$ cat config.mk
export PLATFORM = sky130hd
export DESIGN_NAME = audio_block_level_meter
export DESIGN_NICKNAME = d
export VERILOG_FILES = /design/src/rtl/abm_pkg.sv /design/src/rtl/abm_cfg.sv /design/src/rtl/abm_ctrl.sv /design/src/rtl/abm_dp.sv /design/src/rtl/audio_block_level_meter.sv
export SDC_FILE = /design/constraint.sdc
export NUM_CORES = 2
export LEC_CHECK = 0
export ABC_CLOCK_PERIOD_IN_PS = 17550
export CAP_MARGIN = 20
export CORE_MARGIN = 1
export CORE_UTILIZATION = 30
export CTS_BUF_LIST = sky130_fd_sc_hd__clkbuf_8
export DETAILED_ROUTE_END_ITERATION = 10
export DONT_BUFFER_PORTS = 1
export GPL_TIMING_DRIVEN = 1
export HOLD_SLACK_MARGIN = 0.15
export PLACE_DENSITY = 0.4
export RECOVER_POWER = 100
export SLEW_MARGIN = 20
export SYNTH_ARGS = -nofsm -noshare
export SYNTH_HDL_FRONTEND = slang
export SYNTH_SLANG_ARGS = --single-unit
$ cat constraint.sdc
create_clock -name i_clk -period 17.55 [get_ports i_clk]
set_input_delay 5.265 -clock i_clk [delete_from_list [all_inputs] [get_ports i_clk]]
set_output_delay 5.265 -clock i_clk [all_outputs]
set_load 0.1 [all_outputs]
$ cat src/rtl/abm_pkg.sv
// shared types and constants for the audio block level meter
// no dependencies
package abm_pkg;

    // field widths
    localparam int SAMPLE_W = 24;
    localparam int LEVEL_W  = 24;
    localparam int COUNT_W  = 14;
    localparam int SUM_W    = 59;
    localparam int SQUARE_W = 2 * SAMPLE_W;

    // block length limit and derived saturation points
    localparam int MAX_BLOCK     = 4096;
    localparam int COUNT_CAP_RAW = 2 * MAX_BLOCK;
    localparam int COUNT_CAP_INT = (COUNT_CAP_RAW > 16383) ? 16383 : COUNT_CAP_RAW;
    localparam logic [COUNT_W-1:0] COUNT_CAP = COUNT_W'(COUNT_CAP_INT);
    localparam logic [SUM_W-1:0]   SUM_MAX   = {SUM_W{1'b1}};
    localparam logic [LEVEL_W-1:0] LEVEL_MAX = LEVEL_W'(8388608);

    // divider and square root sizes
    localparam int QUO_W      = SUM_W + 1;
    localparam int DIV_STEPS  = QUO_W;
    localparam int ROOT_W     = QUO_W / 2;
    localparam int SQRT_STEPS = ROOT_W;
    localparam int SREM_W     = ROOT_W + 2;
    localparam int STEP_W     = $clog2(DIV_STEPS);

    // configuration port
    localparam int ADDR_W = 3;
    localparam int DATA_W = 32;
    localparam int MASK_W = 2;
    localparam logic [MASK_W-1:0]  MASK_RESET = 2'd3;
    localparam logic [LEVEL_W-1:0] CLIP_RESET = LEVEL_W'(4194304);
    localparam logic REG_CHANNEL_MASK   = 1'b0;
    localparam logic REG_CLIP_THRESHOLD = 1'b1;

    // channel select codes
    localparam logic CHAN_LEFT  = 1'b0;
    localparam logic CHAN_RIGHT = 1'b1;

    typedef enum logic [2:0] {
        ST_IDLE,
        ST_SQ_L,
        ST_SQ_R,
        ST_ACC_R,
        ST_START,
        ST_DIV,
        ST_SQRT,
        ST_FINISH
    } t_state;

    // controller to datapath
    typedef struct packed {
        logic capture;
        logic square_en;
        logic square_sel;
        logic acc_en;
        logic acc_sel;
        logic arith_start;
        logic div_step;
        logic sqrt_step;
        logic out_load;
    } t_cmd;

    // datapath to controller
    typedef struct packed {
        logic cnt_zero;
        logic out_free;
    } t_status;

endpackage

$ cat src/rtl/abm_cfg.sv
// configuration register file on an apb-style port
// depends on abm_pkg
module abm_cfg
    import abm_pkg::*;
(
    input  logic                i_clk,
    input  logic                i_rst_n,
    input  logic                psel,
    input  logic                penable,
    input  logic                pwrite,
    input  logic [ADDR_W-1:0]   paddr,
    input  logic [DATA_W-1:0]   pwdata,
    output logic [DATA_W-1:0]   prdata,
    output logic                pready,
    output logic [MASK_W-1:0]   o_channel_mask,
    output logic [LEVEL_W-1:0]  o_clip_threshold
);

    logic [MASK_W-1:0]  r_channel_mask;
    logic [LEVEL_W-1:0] r_clip_threshold;
    logic               wr_en;

    assign pready = 1'b1;
    assign wr_en  = psel && penable && pwrite;

    // register writes, decoded on the word address bit
    always_ff @(posedge i_clk) begin
        if (!i_rst_n) begin
            r_channel_mask   <= MASK_RESET;
            r_clip_threshold <= CLIP_RESET;
        end else if (wr_en) begin
            unique case (paddr[2])
                REG_CHANNEL_MASK:   r_channel_mask   <= pwdata[MASK_W-1:0];
                REG_CLIP_THRESHOLD: r_clip_threshold <= pwdata[LEVEL_W-1:0];
                default: ;
            endcase
        end
    end

    // read back
    always_comb begin
        unique case (paddr[2])
            REG_CHANNEL_MASK:   prdata = DATA_W'(r_channel_mask);
            REG_CLIP_THRESHOLD: prdata = DATA_W'(r_clip_threshold);
            default:            prdata = '0;
        endcase
    end

    assign o_channel_mask   = r_channel_mask;
    assign o_clip_threshold = r_clip_threshold;

endmodule

$ cat src/rtl/abm_ctrl.sv
// sequencing state machine: per-sample fold, block-end divide and root, result hand-off
// depends on abm_pkg
module abm_ctrl
    import abm_pkg::*;
(
    input  logic    i_clk,
    input  logic    i_rst_n,
    input  logic    i_valid,
    input  logic    i_block_end,
    input  t_status i_status,
    output logic    o_stall,
    output t_cmd    o_cmd
);

    t_state            r_state, n_state;
    logic              r_end, n_end;
    logic [STEP_W-1:0] r_step, n_step;

    // state, block-end flag and iteration counter
    always_ff @(posedge i_clk) begin
        if (!i_rst_n) begin
            r_state <= ST_IDLE;
            r_end   <= 1'b0;
            r_step  <= '0;
        end else begin
            r_state <= n_state;
            r_end   <= n_end;
            r_step  <= n_step;
        end
    end

    // next state
    always_comb begin
        n_state = r_state;
        unique case (r_state)
            ST_IDLE:   if (i_valid) n_state = ST_SQ_L;
            ST_SQ_L:   n_state = ST_SQ_R;
            ST_SQ_R:   n_state = ST_ACC_R;
            ST_ACC_R:  n_state = r_end ? ST_START : ST_IDLE;
            ST_START:  n_state = i_status.cnt_zero ? ST_FINISH : ST_DIV;
            ST_DIV:    if (r_step == '0) n_state = ST_SQRT;
            ST_SQRT:   if (r_step == '0) n_state = ST_FINISH;
            ST_FINISH: if (i_status.out_free) n_state = ST_IDLE;
            default:   n_state = ST_IDLE;
        endcase
    end

    // transaction flag and step counter
    always_comb begin
        n_end  = r_end;
        n_step = r_step;
        if (r_state == ST_IDLE && i_valid) begin
            n_end = i_block_end;
        end
        unique case (r_state)
            ST_START: n_step = STEP_W'(DIV_STEPS - 1);
            ST_DIV:   n_step = (r_step == '0) ? STEP_W'(SQRT_STEPS - 1) : r_step - 1'b1;
            ST_SQRT:  n_step = (r_step == '0) ? '0 : r_step - 1'b1;
            default:  ;
        endcase
    end

    // datapath commands
    always_comb begin
        o_cmd = '0;
        unique case (r_state)
            ST_IDLE: o_cmd.capture = i_valid;
            ST_SQ_L: begin
                o_cmd.square_en  = 1'b1;
                o_cmd.square_sel = CHAN_LEFT;
            end
            ST_SQ_R: begin
                o_cmd.square_en  = 1'b1;
                o_cmd.square_sel = CHAN_RIGHT;
                o_cmd.acc_en     = 1'b1;
                o_cmd.acc_sel    = CHAN_LEFT;
            end
            ST_ACC_R: begin
                o_cmd.acc_en  = 1'b1;
                o_cmd.acc_sel = CHAN_RIGHT;
            end
            ST_START:  o_cmd.arith_start = 1'b1;
            ST_DIV:    o_cmd.div_step    = 1'b1;
            ST_SQRT:   o_cmd.sqrt_step   = 1'b1;
            ST_FINISH: o_cmd.out_load    = i_status.out_free;
            default:   ;
        endcase
    end

    assign o_stall = (r_state != ST_IDLE);

endmodule

$ cat src/rtl/abm_dp.sv
// datapath: magnitudes, squarer, block accumulators, shift-subtract divider,
// digit-by-digit square root and result register; depends on abm_pkg
module abm_dp
    import abm_pkg::*;
(
    input  logic                       i_clk,
    input  logic                       i_rst_n,
    input  t_cmd                       i_cmd,
    input  logic signed [SAMPLE_W-1:0] i_left_sample,
    input  logic signed [SAMPLE_W-1:0] i_right_sample,
    input  logic [MASK_W-1:0]          i_channel_mask,
    input  logic [LEVEL_W-1:0]         i_clip_threshold,
    input  logic                       i_stall,
    output t_status                    o_status,
    output logic                       o_valid,
    output logic [LEVEL_W-1:0]         o_peak_level,
    output logic [LEVEL_W-1:0]         o_rms_level,
    output logic [COUNT_W-1:0]         o_clipped_count
);

    logic [LEVEL_W-1:0]  r_mag_l, r_mag_r;
    logic [SQUARE_W-1:0] r_square;
    logic [LEVEL_W-1:0]  r_peak;
    logic [SUM_W-1:0]    r_sum;
    logic [COUNT_W-1:0]  r_clip, r_seen;
    logic [QUO_W-1:0]    r_quo;
    logic [COUNT_W-1:0]  r_rem;
    logic [SREM_W-1:0]   r_srem;
    logic [ROOT_W-1:0]   r_root;
    logic                r_out_valid;
    logic [LEVEL_W-1:0]  r_peak_out, r_rms_out;
    logic [COUNT_W-1:0]  r_clip_out;

    logic [LEVEL_W-1:0]  mag_l, mag_r, mag_sq, mag_acc;
    logic                fold_en;
    logic [SUM_W:0]      sum_wide;
    logic [COUNT_W:0]    div_trial;
    logic                div_bit;
    logic [SREM_W-1:0]   sqrt_rem, sqrt_trial;
    logic                sqrt_bit;
    logic [LEVEL_W-1:0]  rms_sat;
    logic                out_free;

    // magnitudes; the most negative sample gives 2^23, which still fits
    assign mag_l = i_left_sample[SAMPLE_W-1]  ? LEVEL_W'(-i_left_sample)  : LEVEL_W'(i_left_sample);
    assign mag_r = i_right_sample[SAMPLE_W-1] ? LEVEL_W'(-i_right_sample) : LEVEL_W'(i_right_sample);

    always_ff @(posedge i_clk) begin
        if (i_cmd.capture) begin
            r_mag_l <= mag_l;
            r_mag_r <= mag_r;
        end
    end

    // squarer, registered
    assign mag_sq = (i_cmd.square_sel == CHAN_RIGHT) ? r_mag_r : r_mag_l;

    always_ff @(posedge i_clk) begin
        if (i_cmd.square_en) begin
            r_square <= SQUARE_W'(mag_sq * mag_sq);
        end
    end

    // block accumulators with saturation
    assign mag_acc  = (i_cmd.acc_sel == CHAN_RIGHT) ? r_mag_r : r_mag_l;
    assign fold_en  = i_cmd.acc_en && i_channel_mask[i_cmd.acc_sel];
    assign sum_wide = {1'b0, r_sum} + (SUM_W + 1)'(r_square);

    always_ff @(posedge i_clk) begin
        if (!i_rst_n) begin
            r_peak <= '0;
            r_sum  <= '0;
            r_clip <= '0;
            r_seen <= '0;
        end else if (i_cmd.out_load) begin
            r_peak <= '0;
            r_sum  <= '0;
            r_clip <= '0;
            r_seen <= '0;
        end else if (fold_en) begin
            if (mag_acc > r_peak) begin
                r_peak <= mag_acc;
            end
            r_sum <= sum_wide[SUM_W] ? SUM_MAX : sum_wide[SUM_W-1:0];
            if (mag_acc > i_clip_threshold) begin
                r_clip <= (r_clip >= COUNT_CAP) ? COUNT_CAP : r_clip + 1'b1;
            end
            r_seen <= (r_seen >= COUNT_CAP) ? COUNT_CAP : r_seen + 1'b1;
        end
    end

    // restoring divide step: one quotient bit per cycle
    assign div_trial = {r_rem, r_quo[QUO_W-1]};
    assign div_bit   = (div_trial >= {1'b0, r_seen});

    // square root step: one root bit per cycle from two radicand bits
    assign sqrt_rem   = {r_srem[SREM_W-3:0], r_quo[QUO_W-1:QUO_W-2]};
    assign sqrt_trial = {r_root, 2'b01};
    assign sqrt_bit   = (sqrt_rem >= sqrt_trial);

    // quotient doubles as the root's radicand shift register
    always_ff @(posedge i_clk) begin
        if (i_cmd.arith_start) begin
            r_quo  <= {1'b0, r_sum};
            r_rem  <= '0;
            r_srem <= '0;
            r_root <= '0;
        end else if (i_cmd.div_step) begin
            r_quo <= {r_quo[QUO_W-2:0], div_bit};
            r_rem <= div_bit ? COUNT_W'(div_trial - {1'b0, r_seen}) : div_trial[COUNT_W-1:0];
        end else if (i_cmd.sqrt_step) begin
            r_quo  <= {r_quo[QUO_W-3:0], 2'b00};
            r_srem <= sqrt_bit ? sqrt_rem - sqrt_trial : sqrt_rem;
            r_root <= {r_root[ROOT_W-2:0], sqrt_bit};
        end
    end

    // result register
    assign out_free = !r_out_valid || !i_stall;
    assign rms_sat  = (r_root > ROOT_W'(LEVEL_MAX)) ? LEVEL_MAX : r_root[LEVEL_W-1:0];

    always_ff @(posedge i_clk) begin
        if (!i_rst_n) begin
            r_out_valid <= 1'b0;
        end else if (i_cmd.out_load) begin
            r_out_valid <= 1'b1;
        end else if (!i_stall) begin
            r_out_valid <= 1'b0;
        end
    end

    always_ff @(posedge i_clk) begin
        if (i_cmd.out_load) begin
            r_peak_out <= r_peak;
            r_rms_out  <= rms_sat;
            r_clip_out <= r_clip;
        end
    end

    assign o_status.cnt_zero = (r_seen == '0);
    assign o_status.out_free = out_free;
    assign o_valid           = r_out_valid;
    assign o_peak_level      = r_peak_out;
    assign o_rms_level       = r_rms_out;
    assign o_clipped_count   = r_clip_out;

endmodule

$ cat src/rtl/audio_block_level_meter.sv
// top level of the stereo peak / rms / clip level meter
// depends on abm_pkg, abm_cfg, abm_ctrl, abm_dp
//
// Takes one Q2.22 left/right pair per transaction and folds the channels enabled in
// channel_mask into per-block peak, sum of squares, clip count and sample count. An
// ordinary pair steps through accept, square left, square right while folding left, and
// fold right, using the one shared 24x24 squarer. A pair with block_end set adds a
// set-up step, the bit-serial divider (sum over sample count) and the bit-serial square
// root, then a load of the result register; with no samples in the block the divide
// and root are skipped. The result register frees the input side, so the next pair is
// taken while a result still waits.
module audio_block_level_meter
    import abm_pkg::*;
(
    input  logic                       i_clk,
    input  logic                       i_rst_n,
    input  logic                       i_valid,
    output logic                       o_stall,
    input  logic signed [SAMPLE_W-1:0] i_left_sample,
    input  logic signed [SAMPLE_W-1:0] i_right_sample,
    input  logic                       i_block_end,
    output logic                       o_valid,
    input  logic                       i_stall,
    output logic [LEVEL_W-1:0]         o_peak_level,
    output logic [LEVEL_W-1:0]         o_rms_level,
    output logic [COUNT_W-1:0]         o_clipped_count,
    input  logic                       psel,
    input  logic                       penable,
    input  logic                       pwrite,
    input  logic [ADDR_W-1:0]          paddr,
    input  logic [DATA_W-1:0]          pwdata,
    output logic [DATA_W-1:0]          prdata,
    output logic                       pready
);

    logic [MASK_W-1:0]  channel_mask;
    logic [LEVEL_W-1:0] clip_threshold;
    t_cmd               cmd;
    t_status            status;

    // configuration registers
    abm_cfg u_cfg (
        .i_clk            (i_clk),
        .i_rst_n          (i_rst_n),
        .psel             (psel),
        .penable          (penable),
        .pwrite           (pwrite),
        .paddr            (paddr),
        .pwdata           (pwdata),
        .prdata           (prdata),
        .pready           (pready),
        .o_channel_mask   (channel_mask),
        .o_clip_threshold (clip_threshold)
    );

    // sequencer
    abm_ctrl u_ctrl (
        .i_clk       (i_clk),
        .i_rst_n     (i_rst_n),
        .i_valid     (i_valid),
        .i_block_end (i_block_end),
        .i_status    (status),
        .o_stall     (o_stall),
        .o_cmd       (cmd)
    );

    // arithmetic and result register
    abm_dp u_dp (
        .i_clk            (i_clk),
        .i_rst_n          (i_rst_n),
        .i_cmd            (cmd),
        .i_left_sample    (i_left_sample),
        .i_right_sample   (i_right_sample),
        .i_channel_mask   (channel_mask),
        .i_clip_threshold (clip_threshold),
        .i_stall          (i_stall),
        .o_status         (status),
        .o_valid          (o_valid),
        .o_peak_level     (o_peak_level),
        .o_rms_level      (o_rms_level),
        .o_clipped_count  (o_clipped_count)
    );

endmodule

==> results.cfg <==
[synth]
synth-edff-count = 216
syn_area_um2 = 40600
synthSimpleGateAreaFrac_pct = 12.9
synth_cell_types = 88
avgSynthCellArea_um2 = 9.13
async_flop_share_pct = 0
yosysSeqAreaShare_pct = 27.0
ys.flop_type = dfxtp_1
synthMuxAreaShare_pct = 2.93
synth_top_family_by_area = adder cells
synth-xor-area-share_pct = 4.36
synthAdderAreaFrac_pct = 31.2
yosys_warnings = 0
syn_inst = 4446
synth-seq-cells = 439
synth_compound_area_share_pct = 13.1

[worst_setup_path]
endpoint = u_dp.r_square[44]$_DFFE_PP_
cp_top_family = buffers and inverters
crit_required_ns = 18.01
crit_start = u_ctrl.r_state[1]$_SDFFE_PN0P_
r2r_end = u_dp.r_square[44]$_DFFE_PP_
worstReg2RegStart = u_ctrl.r_state[1]$_SDFFE_PN0P_
ff2ff_path_depth = 29
arrival_ns = 13.18
r2r_slack_ns = 4.83
crit_cells = 29
startpoint_type = register
slowest_delay_ns = 1.64
slowest_stage = clkbuf_1
path_buf_inv = 8
cpMostUsedCell = fa_1
critPathKind = register to register
crit_fanout = 31
crit_path_end_kind = register

[die]
rows = 134
dieArea_um2 = 137000
core_area_um2 = 134000
num_io_pins = 188
die_h_um = 370
initial_utilization_pct = 30.3
die_w_um = 370

[sta]
skew_ns = 0.0842
post-route-period-util_pct = 72.5
finalHoldViolations = 0
setup_violations = 0
post-route-min-period_ns = 12.72
relSlewSlack_pct = -157
worstMarginPinSlew_ns = 3.86
timing.hold.ws_ns = 0.399
rsz0062_at_grt = no
setup_ws_ns = 4.83
fin_setup_tns_ns = 0
report.final.slew_viol_count = 606
clock.fmax_ghz = 0.0786

[routing]
drc = 3
routedWlPerCell_um = 18.7
antenna_left = 0
drt_iter0_markers = 1504
vias = 29700
drt_wl_total_um = 117000
via_per_inst = 4.76
dr.pass1.iters = 10

[global_routing]
grt_pass1_vias = 31000
grt_start_max_net_pins = 84
grt.overflow.total = 0
grt_usage_pct = 17.3
grt_pass1_wl_um = 185000
grt_antenna_before_repair = 2

[clock_tree]
clkTransAtPathRegs_ns = 0.06
cts_num_sinks = 439
clockBufferDepth = 3
cts_resized = 0
cts_tree = yes
cts_buffers = 84
clk_latency_ns = 0.76
root_buffer = clkbuf_8
postCtsSetupBuffers = 0
cts_max_level = 3
hold_buffers = 0

[place]
port-buffer-count = 0
post-place-ws_ns = 5.66
gp_congestion = 0.812
hpwl_um = 89100

[min_path]
worstHoldPathType = register to register

[final_layout]
drive_gt1_share_pct = 4.69
syn_to_final_growth_pct = 8.60
final_cell_mix = inv_1, nand2_1, fa_1, nor2_1, ha_1
layout.nets = 5249
final_common_cell = inv_1
fin_util_pct = 32.9

[run_status]
status = finished with violations
violations = DRC, capacitance limit, slew limit

[flow_run]
maxCapViolations = 36
[cell type report]
type	instances	area (um2)
repair buffers	47	324
diodes	2	5.00
well taps	1768	2210
flip-flops and latches	439	11000
multi-input cells	3111	26200
clock inverters	64	400
fillers	14300	89700
clock buffers	94	1290
inverters	723	2710
[flip-flops by register name, summed over array words and instances (netlist names), 3 cells and up]
register and cells:
u_cfg.o_clip_threshold 24, u_ctrl.r_state 3, u_ctrl.r_step 6, u_dp.o_clipped_count 14, u_dp.o_peak_level 24, u_dp.o_rms_level 24, u_dp.r_clip 14, u_dp.r_mag_l 24
u_dp.r_mag_r 24, u_dp.r_peak 24, u_dp.r_quo 60, u_dp.r_rem 14, u_dp.r_root 30, u_dp.r_seen 14, u_dp.r_square 47, u_dp.r_srem 30
u_dp.r_sum 59
[through the flow]
step	area, um2	std cells
2_1_floorplan	40600	4453
3_3_place_gp	42500	6086
3_5_place_dp	42500	6086
4_1_cts	44200	6244
5_1_grt	44100	6248
6_report	44100	6248
[synthesized netlist by cell type (all sizes together), types with 11 or more instances]
master,instances,area (um2)
inv,720,2700
nand2,536,2010
fa,434,8690
nor2,336,1270
ha,318,3980
a21oi,237,1190
dfxtp,223,4460
o21ai,221,1120
edfxtp,216,6490
xnor2,141,1230
clkbuf,138,518
mux2i,95,951
a21o,92,691
nand3,72,360
xor2,61,534
nor3,49,250
o31ai,49,378
a31oi,48,307
buf,42,240
nand4,42,263
a211oi,29,240
and2,29,181
a21boi,28,214
nor2b,26,163
and3,25,156
nor4,22,138
mux2,21,236
o21bai,20,165
o21a,18,136
nand2b,17,106
or4,12,90.1
o211ai,11,82.6
[logic make-up after synthesis]
kind of cell | after synthesis
other cells | 2
mux | 116
flops | 439
simple gates | 1199
buf+inv | 903
fa+ha+maj | 752
xor+xnor | 202
compound gates | 833
[how the worst min path moves through the flow]
stage	slack, ns	depth (start not counted)	start	endpoint
2_1_floorplan	0.41	0	u_dp.r_clip[13]$_SDFFE_PP0P_	u_dp.o_clipped_count[13]$_DFFE_PP_
3_3_place_gp	0.41	0	u_dp.r_clip[13]$_SDFFE_PP0P_	u_dp.o_clipped_count[13]$_DFFE_PP_
3_5_place_dp	0.42	0	u_dp.r_peak[21]$_SDFFE_PP0P_	u_dp.o_peak_level[21]$_DFFE_PP_
4_1_cts	0.38	0	u_dp.r_clip[13]$_SDFFE_PP0P_	u_dp.o_clipped_count[13]$_DFFE_PP_
5_1_grt	0.40	0	u_dp.r_clip[13]$_SDFFE_PP0P_	u_dp.o_clipped_count[13]$_DFFE_PP_
6_report	0.40	0	u_dp.r_clip[13]$_SDFFE_PP0P_	u_dp.o_clipped_count[13]$_DFFE_PP_
[layer usage]
| metal | vias to the layer above | wire length (um) | share of wire, % | GRT usage, % |
|---|---|---|---|---|
| met5 | - | 0 | 0 | 0 |
| met4 | 0 | 1930 | 1.6 | 3.57 |
| met1 | 14500 | 57200 | 49 | 24.3 |
| li1 | 14600 | - | - | - |
| met2 | 440 | 54300 | 46 | 28.5 |
| met3 | 128 | 3610 | 3.1 | 2.20 |
Power is not shown: default switching activity piles up to over one toggle a cycle in this logic, so the estimate is an artifact.
